--- config.mk ---
export PLATFORM = sky130hd
export DESIGN_NAME = lbt_vdiv
export DESIGN_NICKNAME = d
export VERILOG_FILES = /design/src/hw/rtl/lbt_pkg.sv /design/src/hw/rtl/lbt_vdiv.sv
export SDC_FILE = /design/constraint.sdc
export NUM_CORES = 2
export LEC_CHECK = 0
export BUFFER_PORTS_ARGS = -buffer_cell sky130_fd_sc_hd__buf_2
export CAP_MARGIN = 20
export CORE_MARGIN = 5
export CORE_UTILIZATION = 60
export DETAILED_ROUTE_END_ITERATION = 7
export GPL_ROUTABILITY_DRIVEN = 1
export HOLD_SLACK_MARGIN = 0.1
export PLACE_DENSITY_LB_ADDON = 0.25
export SYNTH_ARGS = -nofsm -noshare
export SYNTH_HDL_FRONTEND = slang
export SYNTH_SLANG_ARGS = --single-unit
--- constraint.sdc ---
create_clock -name aclk -period 19.52 [get_ports aclk]
set_input_delay 0.976 -clock aclk [delete_from_list [all_inputs] [get_ports aclk]]
set_output_delay 0.976 -clock aclk [all_outputs]
set_load 0.05 [all_outputs]
--- src/hw/rtl/lbt_pkg.sv ---
// ----------------------------------------------------------------------------
// lbt_pkg
// shared widths, types and helpers of the x-axis lorentz boost core
// ----------------------------------------------------------------------------
package lbt_pkg;

    localparam int COORD_W  = 32;
    localparam int VF       = 15;
    localparam int VEL_W    = VF + 1;
    localparam int VEL_LIM  = (1 << VF) - 1;
    localparam int PSHIFT   = 31;
    localparam int GAMMA_W  = 24;
    localparam int ONE2     = 1 << (2 * VF);
    localparam int DEN_W    = 2 * VF + 1;
    localparam int NUM_W    = VEL_W + 2 * VF + 1;
    localparam int NSTG     = VF + 3;

    typedef struct packed {
        logic                      ready;
        logic signed [VEL_W-1:0]   b;
        logic [GAMMA_W-1:0]        gamma;
    } lbt_frame_t;

    typedef struct packed {
        logic signed [COORD_W-1:0] t;
        logic signed [COORD_W-1:0] x;
        logic signed [COORD_W-1:0] y;
        logic signed [COORD_W-1:0] z;
        logic                      ovf;
    } lbt_coord_t;

    function automatic logic signed [VEL_W-1:0] vel_clamp(input logic signed [VEL_W-1:0] v);
        if (v < -VEL_LIM) begin
            return VEL_W'(-VEL_LIM);
        end
        return v;
    endfunction

endpackage

--- src/hw/rtl/lbt_vdiv.sv ---
// ----------------------------------------------------------------------------
// lbt_vdiv
// pipelined relativistic velocity composition (u-b)/(1-ub), one quotient
// bit per stage
// ----------------------------------------------------------------------------
module lbt_vdiv (
    input  logic                             aclk,
    input  logic [lbt_pkg::NSTG-1:0]         en,
    input  lbt_pkg::lbt_frame_t              frame,
    input  logic signed [lbt_pkg::VEL_W-1:0] u_in,
    output logic signed [lbt_pkg::VEL_W-1:0] vel,
    output logic                             ovf
);
    import lbt_pkg::*;

    localparam logic [VEL_W-1:0] LIM_V = VEL_W'(VEL_LIM);

    logic signed [2*VEL_W-1:0] ub0_reg;
    logic signed [VEL_W:0]     diff0_reg;
    logic [NUM_W-1:0]          n1_reg;
    logic [DEN_W-1:0]          den1_reg;
    logic                      neg1_reg;
    logic [NUM_W-1:0]          rem_reg  [2:NSTG-2];
    logic [DEN_W-1:0]          den_reg  [2:NSTG-2];
    logic                      neg_reg  [2:NSTG-2];
    logic                      sat_reg  [2:NSTG-2];
    logic [VF-1:0]             q_reg    [2:NSTG-2];
    logic signed [VEL_W-1:0]   vel_reg;
    logic                      ovf_reg;

    logic signed [VEL_W-1:0]   u_c;
    logic [DEN_W-1:0]          den;
    logic [VEL_W-1:0]          dmag;
    logic [NUM_W-1:0]          sh;
    logic                      take;
    logic [NUM_W-1:0]          step_rem [3:NSTG-1];
    logic [VF-1:0]             step_q   [3:NSTG-1];
    logic [VEL_W-1:0]          qv;

    always_comb begin
        u_c  = vel_clamp(u_in);
        den  = DEN_W'(ONE2 - int'(ub0_reg));
        dmag = VEL_W'(diff0_reg < 0 ? -diff0_reg : diff0_reg);
        sh   = '0;
        take = 1'b0;
        for (int k = 3; k < NSTG; k++) begin
            sh          = NUM_W'(den_reg[k-1]) << (NSTG - 1 - k);
            take        = rem_reg[k-1] >= sh;
            step_rem[k] = take ? rem_reg[k-1] - sh : rem_reg[k-1];
            step_q[k]   = q_reg[k-1] | (VF'(take) << (NSTG - 1 - k));
        end
        qv = {1'b0, step_q[NSTG-1]};
    end

    always_ff @(posedge aclk) begin
        if (en[0]) begin
            ub0_reg   <= u_c * frame.b;
            diff0_reg <= (VEL_W + 1)'(u_c) - (VEL_W + 1)'(frame.b);
        end
        if (en[1]) begin
            n1_reg   <= (NUM_W'(dmag) << (2 * VF)) + NUM_W'(den >> 1);
            den1_reg <= den;
            neg1_reg <= diff0_reg < 0;
        end
        if (en[2]) begin
            rem_reg[2] <= n1_reg;
            den_reg[2] <= den1_reg;
            neg_reg[2] <= neg1_reg;
            sat_reg[2] <= n1_reg >= (NUM_W'(den1_reg) << VF);
            q_reg[2]   <= '0;
        end
        for (int k = 3; k < NSTG - 1; k++) begin
            if (en[k]) begin
                rem_reg[k] <= step_rem[k];
                den_reg[k] <= den_reg[k-1];
                neg_reg[k] <= neg_reg[k-1];
                sat_reg[k] <= sat_reg[k-1];
                q_reg[k]   <= step_q[k];
            end
        end
        if (en[NSTG-1]) begin
            if (sat_reg[NSTG-2]) begin
                vel_reg <= neg_reg[NSTG-2] ? -LIM_V : LIM_V;
            end else begin
                vel_reg <= neg_reg[NSTG-2] ? -qv : qv;
            end
            ovf_reg <= sat_reg[NSTG-2];
        end
    end

    assign vel = vel_reg;
    assign ovf = ovf_reg;

endmodule

* After elaboration in Yosys (flattened, before gate mapping)
Memories as Yosys holds them, arrays and structs flattened.
Cells that the tools add are included.
** Word-level totals
- Logic and storage cells :: 116
- Bits of input ports :: 76
- Memories kept :: 5
- Bits in registers :: 144
- RAM bits :: 1425
- Output and inout bits :: 17
** Operators by class
- Mux-type cells :: 51
- $mul :: 1
- Bitwise logic cells :: 15
- Add/subtract/negate cells :: 19
- Magnitude comparators :: 18
** Memory list
- rem_reg :: words 15, width 47, rd ports 15, clocked after memory_dff 0, wr ports 15, line lbt_vdiv.sv:23 : logic [NUM_W-1:0] rem_reg [2:NSTG-2];
- den_reg :: words 15, width 31, rd ports 15, clocked after memory_dff 0, wr ports 15, line lbt_vdiv.sv:24 : logic [DEN_W-1:0] den_reg [2:NSTG-2];
- q_reg :: words 15, width 15, rd ports 15, clocked after memory_dff 0, wr ports 15, line lbt_vdiv.sv:27 : logic [VF-1:0] q_reg [2:NSTG-2];
- neg_reg :: words 15, width 1, rd ports 15, clocked after memory_dff 0, wr ports 15, line lbt_vdiv.sv:25 : logic neg_reg [2:NSTG-2];
- sat_reg :: words 15, width 1, rd ports 15, clocked after memory_dff 0, wr ports 15, line lbt_vdiv.sv:26 : logic sat_reg [2:NSTG-2];
** Operator list (count)
- $mux 47 :: 14
- $mux 16 :: 6
- $add 46x30->47 :: 1
- $ge 47x31->1 :: 1
- $ge 47x32->1 :: 1
- $ge 47x33->1 :: 1
- $ge 47x34->1 :: 1
- $ge 47x35->1 :: 1
- $ge 47x36->1 :: 1
- $ge 47x37->1 :: 1
- $ge 47x38->1 :: 1
- $ge 47x39->1 :: 1
- $ge 47x40->1 :: 1
- $ge 47x41->1 :: 1
- $ge 47x42->1 :: 1
- $ge 47x43->1 :: 1
- $ge 47x44->1 :: 1
- $ge 47x45->1 :: 1
- $ge 47x46->1 :: 1
- $sub 47x32->47 :: 1
- $sub 47x33->47 :: 1
- $sub 47x34->47 :: 1
- $sub 47x35->47 :: 1
- $sub 47x36->47 :: 1
- other kinds (32) :: 62

* Longest topological paths before layout
An unclocked memory read counts as a cell.
- Word-level depth :: 6
- Gate-level depth with buffers :: 30
- Gate-level depth less buffers :: 28

* Least setup slack after synthesis
Ideal clock, no wire load.
- Path kind :: input port to flip-flop
- Start :: input u_in[13] (netlist bit)
- End :: register ub0_reg[28], data pin
- Setup slack :: 11.543 ns
- Setup time :: 0.260 ns
- Stages on the path :: 26
- Buffers on the path :: 2
- Data required time :: 19.260 ns
- Data arrival time :: 7.716 ns
- Path through :: nor4_1 > a41o_1 > ha_1 > clkbuf_1 > nor2b_1 > clkbuf_1 > nand2_1 > fa_1 > fa_1 > fa_1 > fa_1 > inv_1 > fa_1 > inv_1 > fa_1 > inv_1 > ha_1 > nand2_1 > o21ai_0 > a22oi_1 > a22o_1 > o31a_1 > a211oi_1 > o31a_1 > mux2i_1 > nand2_1
** Between the ends
- Longest elaborated chain between the ends :: 4
** RTL lines
- from (decl) :: line lbt_vdiv.sv:10 : input logic signed [lbt_pkg::VEL_W-1:0] u_in,
- $lt 16x16->1 :: line lbt_pkg.sv:33 : if (v < -VEL_LIM) begin
- $mux 1 :: line lbt_pkg.sv:33
- $mux 16 (*) :: line lbt_pkg.sv:36 : return v;
- $mul 16x16->31 (*) :: line lbt_vdiv.sv:57 : ub0_reg <= u_c * frame.b;
- to (signal assigned) :: line lbt_vdiv.sv:57
- to (decl) :: line lbt_vdiv.sv:18 : logic signed [2*VEL_W-1:0] ub0_reg;
Every way passes the cells marked *; elsewhere a longest branch is shown, timed or not.
A chain may end at the register's enable or synchronous reset.

* Final worst setup path
- Start :: input u_in[9] (netlist bit)
- End :: register ub0_reg[28], data pin
Same word-level chain as after synthesis.

==> flow_summary_export.csv <==
group,metric,value,unit
global_routing,grt_pass1_vias,57888,
route,drt-vias-per-instance,5.875,
timing,setup_tns,0,ns
floorplanning,row_count,136,
critical_path,critPathKind,"in2reg",
cts,htreeDepth,4,
timing,worstMarginPinSlew,1.092,ns
critical_path,cp_max_fo,17,
floorplanning,core_area,137300,um2
cts,clk_pin_slew,0.06,ns
synth,async_reset_ff_share,0,%
synth,syn-num-nets,8715,
route,drt-initial-drc-count,3409,
global_routing,grt_antenna_before_repair,1,
timing,final.setup.worst_slack,11.00,ns
power,ir_drop,984.1,uV
synth,syn-instance-count,7757,
timing,hold_viol,0,
critical_path,end_kind,"flip-flop",
global_routing,track_usage,25.39,%
synth,syn_avg_cell_area,10.68,um2
placed_design,gp_congestion,0.9797,
synth,yosys_warnings,0,
cts,cts_resized,0,
synth,ys.flop_type,"edfxtp_1",
cts,cts_buffers,141,
timing,fin_crit,8.518,ns
power,p_leak,0.03703,uW
finish,syn_to_final_growth,8.029,%
floorplanning,die_h,381.6,um
timing,hold_ws,0.4071,ns
cts,root_buffer,"clkbuf_16",
timing,finClkSkew,0.03393,ns
placed_design,place_hpwl,144.7,mm
cts,worstSkewPairLatency,0.76,ns
timing,post-route-period-util,43.64,%
route,drt-pass1-iter-count,6,
finish,final_cell_area,89510,um2
synth,ys_ff_latch,1282,
route,wl,185.1,mm
critical_path,start_kind,"input port",
hold_path,hp-class,"reg2reg",
finish,drive_gt1_share,5.850,%
cts,post_cts_buffers,0,
cts,numClockSinks,1282,
cts,cts.path.max_buffers,3,
flow_run,max-cap-violations,0,
route,wl_per_cell,19.00,um
route,ant_nets,0,
timing,relSlewSlack,26.56,%
critical_path,crit_path_top_delay_cell,"nor2b_2",
global_routing,grt.overflow.total,0,
finish,nNetsFinal,8799,
timing,clock.fmax,0.1174,GHz
finish,seq_area,38500,um2
timing,rsz0062_at_grt,"false",
critical_path,cp_common_cell,"fa_1",
placed_design,dpl_cell_area,85130,um2
global_routing,grt_first_pass_wirelength,296.1,mm
power,power_density,165.9,nW/um2
global_routing,grt_max_degree,74,
timing,setup_viol,0,
cts,holdBufCountCts,0,
route,vias,57247,
finish,multi_input_area,40020,um2
placed_design,dp_slack,10.37,ns
critical_path,cp.required,20.02,ns
floorplanning,dieArea,145600,um2
timing,slew_violations,0,
floorplanning,start_util,60.34,%
finish,nFillCells,10477,
floorplanning,io_pins,93,
floorplanning,die_w,381.6,um
cts,tritoncts,"yes",
finish,largest_reg_flops,570,
route,drc,0,
synth,synth_edf_count,1282,
critical_path,slowest_delay,0.93,ns
outcome,outcome,"finished clean",
synth,synth_cell_types,106,
synth,syn_area,82860,um2
power,power.total,14850,uW
synth,seq_area_frac_synth,46.46,%
critical_path,cp_data_arrival_time,9.02,ns
placed_design,numPortBuffers,67,
## cell usage in the layout (no fill, tap or decap), drive strengths merged, types with 13 or more instances in the layout
cell / netlist / routed
buf: 46 / 110
nor2b: 106 / 106
o211ai: 28 / 28
a211oi: 49 / 49
a21boi: 18 / 18
ha: 611 / 611
nand4: 93 / 93
or3: 57 / 57
nor4: 81 / 81
nand3b: 19 / 19
and4: 31 / 31
or2: 27 / 27
and3: 39 / 39
a221oi: 13 / 13
nor3: 129 / 129
o31a: 27 / 27
o21ai: 411 / 411
o21bai: 59 / 59
nand3: 109 / 109
o21a: 89 / 89
nand2: 580 / 580
mux2i: 15 / 15
clkbuf: 124 / 175
nand2b: 77 / 77
a31oi: 33 / 33
o31ai: 53 / 53
xor2: 228 / 228
inv: 982 / 986
a211o: 20 / 20
nor4b: 16 / 16
nor2: 520 / 520
xnor2: 320 / 320
and2: 118 / 118
fa: 271 / 271
mux2: 81 / 81
a21o: 233 / 233
clkinv: 1 / 62
or4: 13 / 13
a21oi: 586 / 586
edfxtp: 1282 / 1282
## worst max-delay path: cells and delay by family
| kind | cells | cell delay, ns |
|---|---|---|
| fa+ha+maj | 8 | 3.69 |
| buf+inv | 5 | 0.36 |
| compound gates | 7 | 2.14 |
| simple gates | 5 | 1.64 |
| mux | 1 | 0.18 |
## cell usage after synthesis (all sizes together), types with 12 or more instances
cell type,instances,area (um2)
o21a,89,668.1
a21boi,18,135.1
o211ai,28,215.2
nand4,93,581.8
and3,39,244.0
a211o,20,175.2
nand2,580,2177
nand2b,77,481.7
a21o,233,1749
or3,57,356.6
a221oi,13,120.1
nor4,81,513.0
or2,27,168.9
nand3b,19,146.4
and2,118,738.2
a211oi,49,377.9
o31a,27,236.5
fa,271,5425
nor2,520,1952
clkbuf,124,466.7
o21ai,411,2057
a31oi,33,212.7
mux2,81,912.1
nor2b,106,663.1
xnor2,320,2803
a21oi,586,2937
inv,982,3686
xor2,228,1997
nor4b,16,140.1
o31ai,53,445.4
a2111oi,12,136.4
mux2i,15,150.1
or4,13,101.4
edfxtp,1282,38500
o41ai,12,123.9
nand3,109,545.5
nor3,129,660.6
buf,46,234.0
and4,31,271.5
ha,611,7645
o21bai,59,442.9
## area by class of cell
cell class / instances / share of cell area, %
repair buffers: 111 / 0.7995
inverters: 983 / 4.122
clock buffers: 174 / 4.199
diodes: 1 / 0.002796
well taps: 1794 / 2.508
multi-input cells: 5322 / 44.71
clock inverters: 77 / 0.6472
flip-flops and latches: 1282 / 43.01
## final timing paths
check | from | end | slack (ns) | cells after the start
min reg2reg | q_reg[0][192] | q_reg[0][207] | 0.41 | 0
max reg2reg | den_reg[7][33] | rem_reg[0][796] | 14.05 | 14
max | u_in[9] | ub0_reg[28] | 11.00 | 26
min | q_reg[0][192] | q_reg[0][207] | 0.41 | 0
## power by group
group | switching, uW | total, uW | leakage [uW] | internal, uW
Combinational | 4360 | 7650 | 0.0225 | 3300
Clock | 1040 | 2490 | 0.00213 | 1450
Sequential | 503 | 4710 | 0.0124 | 4210
## per-stage QoR
stage,util [%],instances
floorplan,-,7757
global placement,61.99,9488
detailed placement,61.99,9489
CTS,65.15,9740
global route,65.18,9743
finish,65.18,9744
## layer usage
layer  vias up  share of wire, %  track usage, %
met2      1645                52           47.20
met3       556               4.5           3.719
met5         -            0.0070               0
li1      27735                 -               -
met1     27309                36           27.00
met4         2               7.1           15.85
## cell families after synthesis
group,share of synthesized area [%]
buffers and inverters,5.299
multiplexers,1.282
adder cells (fa/ha/maj),15.77
AO/OA/AOI/OAI,13.38
XOR/XNOR,5.792
flip-flops,46.46
AND/OR/NAND/NOR,12.01
No activity file was read; power rests on OpenSTA's default activity.
