**config.mk**
```make
export PLATFORM = sky130hd
export DESIGN_NAME = lbt_gamma
export DESIGN_NICKNAME = d
export VERILOG_FILES = /design/src/hw/rtl/lbt_pkg.sv /design/src/hw/rtl/lbt_gamma.sv
export SDC_FILE = /design/constraint.sdc
export NUM_CORES = 1
export LEC_CHECK = 0
export BUFFER_PORTS_ARGS = -buffer_cell sky130_fd_sc_hd__buf_2
export CAP_MARGIN = 5
export CORE_MARGIN = 2
export CORE_UTILIZATION = 35
export DETAILED_ROUTE_END_ITERATION = 7
export HOLD_SLACK_MARGIN = 0.12
export SYNTH_ARGS = -nofsm -noshare
export SYNTH_HDL_FRONTEND = slang
export SYNTH_SLANG_ARGS = --single-unit
```
**constraint.sdc**
```tcl
create_clock -name aclk -period 12.8 [get_ports aclk]
set_clock_uncertainty 0.15 [all_clocks]
set_input_delay 1.28 -clock aclk [delete_from_list [all_inputs] [get_ports aclk]]
set_output_delay 1.28 -clock aclk [all_outputs]
set_load 0.02 [all_outputs]
```
**src/hw/rtl/lbt_pkg.sv**
```systemverilog
// ----------------------------------------------------------------------------
// lbt_pkg
// shared widths, types and helpers of the x-axis lorentz boost core
// ----------------------------------------------------------------------------
package lbt_pkg;

    localparam int COORD_W  = 32;
    localparam int VF       = 15;
    localparam int VEL_W    = VF + 1;
    localparam int VEL_LIM  = (1 << VF) - 1;
    localparam int PSHIFT   = 31;
    localparam int GAMMA_W  = 24;
    localparam int ONE2     = 1 << (2 * VF);
    localparam int DEN_W    = 2 * VF + 1;
    localparam int NUM_W    = VEL_W + 2 * VF + 1;
    localparam int NSTG     = VF + 3;

    typedef struct packed {
        logic                      ready;
        logic signed [VEL_W-1:0]   b;
        logic [GAMMA_W-1:0]        gamma;
    } lbt_frame_t;

    typedef struct packed {
        logic signed [COORD_W-1:0] t;
        logic signed [COORD_W-1:0] x;
        logic signed [COORD_W-1:0] y;
        logic signed [COORD_W-1:0] z;
        logic                      ovf;
    } lbt_coord_t;

    function automatic logic signed [VEL_W-1:0] vel_clamp(input logic signed [VEL_W-1:0] v);
        if (v < -VEL_LIM) begin
            return VEL_W'(-VEL_LIM);
        end
        return v;
    endfunction

endpackage

```
**src/hw/rtl/lbt_gamma.sv**
```systemverilog
// ----------------------------------------------------------------------------
// lbt_gamma
// frame velocity register and serial gamma unit (divide, then square root)
// ----------------------------------------------------------------------------
module lbt_gamma (
    input  logic                             aclk,
    input  logic                             aresetn,
    input  logic                             cfg_valid,
    output logic                             cfg_ready,
    input  logic signed [lbt_pkg::VEL_W-1:0] cfg_data,
    output lbt_pkg::lbt_frame_t              frame
);
    import lbt_pkg::*;

    localparam int QUO_W      = 2 * PSHIFT + 1;
    localparam int DIV_STEPS  = QUO_W;
    localparam int RAD_W      = 64;
    localparam int ROOT_W     = RAD_W / 2;
    localparam int ROOT_STEPS = ROOT_W;
    localparam int SREM_W     = ROOT_W + 2;
    localparam int CNT_W      = $clog2(DIV_STEPS);
    localparam int GAMMA_ONE  = 1 << (PSHIFT - VF);

    typedef enum logic [3:0] {
        ST_IDLE   = 4'b0001,
        ST_SQUARE = 4'b0010,
        ST_DIVIDE = 4'b0100,
        ST_ROOT   = 4'b1000
    } gstate_t;

    gstate_t                  state_reg, state_next;
    logic signed [VEL_W-1:0]  b_reg, b_next;
    logic [GAMMA_W-1:0]       gamma_reg, gamma_next;
    logic [DEN_W-1:0]         d_reg, d_next;
    logic [DEN_W-1:0]         rem_reg, rem_next;
    logic [QUO_W-1:0]         quo_reg, quo_next;
    logic [RAD_W-1:0]         rad_reg, rad_next;
    logic [ROOT_W-1:0]        root_reg, root_next;
    logic [SREM_W-1:0]        srem_reg, srem_next;
    logic [CNT_W-1:0]         cnt_reg, cnt_next;

    logic signed [2*VEL_W-1:0] sq;
    logic [DEN_W:0]            rem_sh;
    logic                      qbit;
    logic [SREM_W+1:0]         s_sh;
    logic [SREM_W+1:0]         s_trial;

    always_comb begin
        state_next = state_reg;
        b_next     = b_reg;
        gamma_next = gamma_reg;
        d_next     = d_reg;
        rem_next   = rem_reg;
        quo_next   = quo_reg;
        rad_next   = rad_reg;
        root_next  = root_reg;
        srem_next  = srem_reg;
        cnt_next   = cnt_reg;
        sq         = b_reg * b_reg;
        rem_sh     = {rem_reg, cnt_reg == '0};
        qbit       = rem_sh >= {1'b0, d_reg};
        s_sh       = {srem_reg, rad_reg[RAD_W-1 -: 2]};
        s_trial    = (SREM_W + 2)'({root_reg, 2'b01});
        case (state_reg)
            ST_IDLE: begin
                if (cfg_valid) begin
                    b_next     = vel_clamp(cfg_data);
                    state_next = ST_SQUARE;
                end
            end
            ST_SQUARE: begin
                d_next     = DEN_W'(ONE2 - int'(sq));
                rem_next   = '0;
                quo_next   = '0;
                cnt_next   = '0;
                state_next = ST_DIVIDE;
            end
            ST_DIVIDE: begin
                rem_next = qbit ? DEN_W'(rem_sh - {1'b0, d_reg}) : DEN_W'(rem_sh);
                quo_next = {quo_reg[QUO_W-2:0], qbit};
                cnt_next = cnt_reg + 1'b1;
                if (cnt_reg == CNT_W'(DIV_STEPS - 1)) begin
                    rad_next   = RAD_W'(quo_next);
                    root_next  = '0;
                    srem_next  = '0;
                    cnt_next   = '0;
                    state_next = ST_ROOT;
                end
            end
            ST_ROOT: begin
                if (s_sh >= s_trial) begin
                    srem_next = SREM_W'(s_sh - s_trial);
                    root_next = {root_reg[ROOT_W-2:0], 1'b1};
                end else begin
                    srem_next = SREM_W'(s_sh);
                    root_next = {root_reg[ROOT_W-2:0], 1'b0};
                end
                rad_next = rad_reg << 2;
                cnt_next = cnt_reg + 1'b1;
                if (cnt_reg == CNT_W'(ROOT_STEPS - 1)) begin
                    gamma_next = GAMMA_W'(root_next);
                    state_next = ST_IDLE;
                end
            end
            default: begin
                state_next = ST_IDLE;
            end
        endcase
    end

    always_ff @(posedge aclk) begin
        if (!aresetn) begin
            state_reg <= ST_IDLE;
            b_reg     <= '0;
            gamma_reg <= GAMMA_W'(GAMMA_ONE);
        end else begin
            state_reg <= state_next;
            b_reg     <= b_next;
            gamma_reg <= gamma_next;
        end
    end

    always_ff @(posedge aclk) begin
        d_reg    <= d_next;
        rem_reg  <= rem_next;
        quo_reg  <= quo_next;
        rad_reg  <= rad_next;
        root_reg <= root_next;
        srem_reg <= srem_next;
        cnt_reg  <= cnt_next;
    end

    assign cfg_ready   = (state_reg == ST_IDLE);
    assign frame.ready = (state_reg == ST_IDLE);
    assign frame.b     = b_reg;
    assign frame.gamma = gamma_reg;

endmodule

```
---- After elaboration in Yosys (flattened, before gate mapping) ----
Index checks and enable logic that the tools add are counted.
storage, ports and cells
  output and inout port bits .............. 42
  word-level logic and storage cells ...... 57
  memories kept ........................... 0
  bits in writable memories ............... 0
  latch bits .............................. 0
  register bits ........................... 304
  memory bits (read-only) ................. 0
  bits of input ports ..................... 19
operators by class
  $add $sub $neg .......................... 4
  mux-type cells .......................... 22
  magnitude comparators ................... 3
  reductions and logical operators ........ 8
  bitwise operators ....................... 0
  div/mod/pow operators ................... 0
  shift operators ......................... 0
  eq/ne operators ......................... 9
  multipliers ............................. 1
operators with widths
  cell                                                                    count
  64-bit one-hot mux with 2 select lines                                  1
  62-bit one-hot mux with 2 select lines                                  1
  34-bit 2-to-1 mux                                                       2
  34-bit one-hot mux with 2 select lines                                  1
  64-bit 2-to-1 mux                                                       1
  32-bit one-hot mux with 2 select lines                                  1
  31-bit one-hot mux with 2 select lines                                  1
  36-bit by 34-bit >= comparator with 1-bit output                        1
  34-bit subtractor                                                       1
  32-bit by 31-bit >= comparator with 1-bit output                        1
  16-bit 2-to-1 mux                                                       2
  32-bit 2-to-1 mux                                                       1
  16-bit by 16-bit multiplier with 31-bit output                          1
  31-bit 2-to-1 mux                                                       1
  31-bit subtractor                                                       1
  31-bit subtractor (first input constant)                                1
  6-bit one-hot mux with 3 select lines                                   1
  16-bit less-than comparator (second input constant)                     1
  4-bit one-hot mux with 4 select lines                                   1
  4-bit 2-to-1 mux                                                        3
  6-bit by 1-bit adder with 6-bit output (second input constant)          1
  6-bit by 5-bit equality test with 1-bit output (second input constant)  1
  6-bit equality test (second input constant)                             1
  6-bit zero test                                                         1
  other kinds (11)                                                        19

---- Depth between registers and ports, before layout ----
  depth in word-level cells ............... 5
  depth in mapped cells ................... 25
  depth with buffers taken out ............ 24

---- Least setup slack after synthesis ----
No wires, ideal clock.
  path type ............................... register -> register
  start point ............................. register cnt_reg[0]
  end point ............................... register rad_reg[0], enable pin
  arrival time ............................ 9.877 ns
  slack ................................... 1.974 ns
  clock period less this slack ............ 10.826 ns
  buffers on the path ..................... 0
  data required time ...................... 11.851 ns
  stages on the path, launching flop included .. 5
  library setup time ...................... 0.799 ns
  path through ............................ edfxtp_1 inv_1 ha_1 nand3_1 o21ai_0
between the ends
  longest elaborated chain between the ends .. 3
ends and longest elaborated chain
  item                           line              RTL
  from (decl)                    lbt_gamma.sv:40   logic [CNT_W-1:0] cnt_reg, cnt_next;
  from (signal assigned)         lbt_gamma.sv:130  cnt_reg <= cnt_next;
  6-bit equality test            lbt_gamma.sv:82   if (cnt_reg == CNT_W'(DIV_STEPS - 1)) begin
  2-bit != test (no line)        -
  2-bit AND reduction (no line)  -
  to (signal assigned)           lbt_gamma.sv:127  rad_reg <= rad_next;
  to (decl)                      lbt_gamma.sv:37   logic [RAD_W-1:0] rad_reg, rad_next;
No other way between the ends.
A chain may end at the register's enable or synchronous reset.

---- Worst setup path after layout ----
  start point ............................. register b_reg[1]
  end point ............................... register d_reg[24], data pin
between the ends
  longest elaborated chain between the ends .. 2
ends and longest elaborated chain
  item                                            line              RTL
  from (decl)                                     lbt_gamma.sv:32   logic signed [VEL_W-1:0] b_reg, b_next;
  from (signal assigned)                          lbt_gamma.sv:118  b_reg <= b_next;
  16-bit by 16-bit multiplier with 31-bit output  lbt_gamma.sv:59   sq = b_reg * b_reg;
  31-bit subtractor                               lbt_gamma.sv:72   d_next = DEN_W'(ONE2 - int'(sq));
  to (signal assigned)                            lbt_gamma.sv:124  d_reg <= d_next;
  to (decl)                                       lbt_gamma.sv:34   logic [DEN_W-1:0] d_reg, d_next;
No other way between the ends.

==> impl_metrics.csv <==
group,metric,value,unit
cts,htree_levels,2,
yosys,synthDistinctLibCells,77,
critical_path,crit_chain,"inv_1, nor2_1, fa_1, inv_1, fa_1, inv_1, ha_1, inv_1, fa_1, fa_1, inv_1, fa_1, inv_1, ha_1, a211o_1, a211oi_1, o311ai_0, a21oi_1, a21oi_1, and2_1, a221oi_1, xnor2_1",
placed_design,dpl.hpwl,39400,microns
timing,slew_headroom,0.228,
pwr,seqPwrFrac,0.376,
yosys,syn_nets,2934,
floorplan,row_count,97,
floorplan,dieArea,0.0726,sq mm
global_routing,grt_pass1_vias,18000,
final_layout,layout.nets,2956,
final_layout,fillers,7026,
floorplan,die_h,269,microns
cts,cts_tree,"built",
cts,clkTransAtPathRegs,70,ps
timing,drv_slew,0,
critical_path,cp.required,12930,ps
drt,drt-initial-drc-count,822,
yosys,yosysSeqAreaShare,0.351,
timing,tightest_slew,1160,ps
critical_path,slowest_delay,900,ps
cts,cts_setup_buffers,0,
critical_path,crit_fanout,19,
critical_path,crit_arrival,7570,ps
pwr,power,3.05,mW
drt,vias_per_cell,4.82,
pwr,switching_share,0.320,
placed_design,gp_congestion,0.860,
timing,hold_violations,0,
pwr,p_switching,977,uW
pwr,clkPwrFrac,0.312,
timing,rsz0062_at_grt,"false",
critical_path,crit_family,"adder cells",
timing,setup_viol,0,
yosys,syn_area,0.0246,sq mm
critical_path,startpoint_type,"register",
yosys,ys_seq_elements,303,
cts,postCtsHoldBufs,0,
global_routing,grt_antenna_before_repair,2,
global_routing,grt_max_degree,84,
run,maxCapViolCount,0,
global_routing,overflow,0,
status,outcome,"completed",
floorplan,io_pins,61,
pwr,p_int,2.07,mW
drt,post_drt_wl_per_cell,15.2,microns
critical_path,cp.buffers_inverters,6,
yosys,yosys_warnings,0,
pwr,vdd_drop_max,0.0915,mV
cts,cts_sinks,303,
timing,period_share,0.581,
global_routing,track_usage,0.150,
yosys,ys.flop_type,"edfxtp_1",
hold_path,hold_class,"reg -> reg",
critical_path,critPathKind,"reg -> reg",
timing,fmax,0.134,GHz
drt,ant_nets,0,
drt,finalWirelength,53100,microns
cts,cts_buffers,35,
global_routing,grt_pass1_wl,90700,microns
cts,insertion_delay,550,ps
cts,cts_resized,0,
critical_path,critPathCaptureType,"register",
critical_path,crit_top_cell,"inv_1",
timing,min_period,7440,ps
final_layout,syn2layout_area_growth,9.35,%
floorplan,die_w,269,microns
floorplan,start_util,0.353,
pwr,p_comb_frac,0.312,
final_layout,drive_gt1_frac,0.0598,
yosys,async_reset_ff_frac,0,
drt,vias,16900,
pwr,p_leak,11.9,nW
drt,dr.pass1.iters,5,
cts,clock-root-buffer,"clkbuf_16",
placed_design,port-buffer-count,60,
drt,drc,0,
final_layout,largest_reg_flops,64,
yosys,syn_inst,2513,
critical_path,cpMaxStageDelayCell,"dfxtp_1",
cts,ctsLongestPathBuffers,3,
yosys,syn_avg_cell_area,9.81,sq um
pwr,power.density,113,mW/mm^2
timing,tns,0,ps
floorplan,core_area,0.0699,sq mm
yosys,synth_edf_count,259,
==> cells in the mapped netlist (5+ instances only) <==
cell | number | share of area
nor3_1 | 23 | 0.0047
a31oi_1 | 10 | 0.0025
xor2_1 | 33 | 0.012
a211o_1 | 7 | 0.0025
and2_1 | 106 | 0.027
o21bai_1 | 5 | 0.0015
nand3_1 | 26 | 0.0053
o21a_1 | 17 | 0.0052
and3_1 | 14 | 0.0036
a21o_1 | 49 | 0.015
buf_1 | 9 | 0.0014
a211oi_1 | 19 | 0.0058
nor2_1 | 165 | 0.025
nand2_1 | 387 | 0.059
a21oi_1 | 111 | 0.023
nor2b_1 | 22 | 0.0056
fa_1 | 232 | 0.19
or3_1 | 5 | 0.0013
nor3b_1 | 16 | 0.0049
o211ai_1 | 5 | 0.0015
ha_1 | 170 | 0.086
xnor2_1 | 77 | 0.027
mux2i_1 | 30 | 0.012
edfxtp_1 | 259 | 0.32
dfxtp_1 | 44 | 0.036
nor4_1 | 7 | 0.0018
o22ai_1 | 14 | 0.0036
nand2b_1 | 7 | 0.0018
inv_1 | 432 | 0.066
clkbuf_1 | 71 | 0.011
o21ai_0 | 41 | 0.0083
nand4_1 | 11 | 0.0028
==> cell type report <==
class	instances	area, sq um	area share
antenna	1	2.50	0.0000929
multi-input combinational	1688	14000	0.520
clock inverter	14	130	0.00483
timing repair buffer	74	405	0.0150
tap	940	1180	0.0436
sequential	303	8660	0.321
inverter	433	1630	0.0603
clock buffer	46	947	0.0351
==> placed cells by master, fill, tap and decap left out, types with 8 or more instances in the layout <==
cell type and n:
inv_1 432, nand2_1 386, edfxtp_1 259, fa_1 232, ha_1 170, nor2_1 165, a21oi_1 111, and2_1 106
xnor2_1 77, buf_2 60, a21o_1 49, dfxtp_1 44, o21ai_0 40, clkbuf_16 35, xor2_1 33, mux2i_1 30
nand3_1 26, nor3_1 23, nor2b_1 22, a211oi_1 19, o21a_1 17, nor3b_1 16, and3_1 14, o22ai_1 14
buf_4 14, nand4_1 11, a31oi_1 10, clkbuf_1 8
==> power by group through the flow <==
stage / Sequential [mW] / Clock, mW / Combinational (mW)
after global routing: 1.15 / 1.02 / 1.09
after detailed placement: 1.17 / 0 / 0.955
after floorplan: 1.15 / 0 / 0.752
after CTS: 1.15 / 0.984 / 0.961
final: 1.15 / 0.953 / 0.951
after global placement: 1.17 / 0 / 0.926
==> per-layer routing <==
layer,part of all wire,track usage,up-vias
li1,-,-,8196
met1,0.45,0.192,8325
met2,0.49,0.266,268
met3,0.032,0.0185,89
met4,0.023,0.0395,0
met5,0,0,-
==> through the flow <==
| step | hold WS, ps | util | worst slack (ps) | std cells | cell area (sq um) |
|---|---|---|---|---|---|
| 2_1_floorplan | 334 | - | 1970 | 2513 | 24600 |
| 3_3_place_gp | 293 | 0.370 | 5600 | 3438 | 25900 |
| 3_5_place_dp | 297 | 0.370 | 5380 | 3438 | 25900 |
| 4_1_cts | 306 | 0.385 | 5350 | 3498 | 26900 |
| 5_1_grt | 326 | 0.386 | 4960 | 3499 | 27000 |
| 6_report | 302 | 0.386 | 5360 | 3499 | 27000 |
==> cells by family (layout without fill, tap and decap cells) <==
| family | Yosys count | after routing | share of synthesized area |
|---|---|---|---|
| muxes | 33 | 33 | 0.0136 |
| adders and majority gates | 402 | 402 | 0.275 |
| buffers and inverters | 522 | 567 | 0.0819 |
| AOI/OAI and AO/OA | 326 | 326 | 0.0875 |
| and+or+nand+nor | 817 | 817 | 0.152 |
| DFF | 303 | 303 | 0.351 |
| xor gates and xnor gates | 110 | 110 | 0.0391 |
| other | 0 | 1 | 0 |
==> final timing paths <==
path | from | end | slack, ps | cells past startpoint
worst max-delay path | b_reg[1] | d_reg[24] | 5360 | 22
worst min-delay path | gamma_reg[12] | gamma_reg[12] | 300 | 2
worst max register to register | b_reg[1] | d_reg[24] | 5360 | 22
worst min register to register | gamma_reg[12] | gamma_reg[12] | 300 | 2
==> worst register-to-register path, cell delays in order, from the launching register on <==
cell      delay [ps]
dfxtp_1          900
inv_1            250
nor2_1           310
fa_1             440
inv_1             90
fa_1             380
inv_1             70
ha_1             140
inv_1             50
fa_1             490
fa_1             490
inv_1             50
fa_1             530
inv_1             50
ha_1             360
a211o_1          300
a211oi_1         450
o311ai_0         430
a21oi_1          360
a21oi_1          190
and2_1           230
a221oi_1         350
xnor2_1          110
Power figures use the tool's default switching activity.
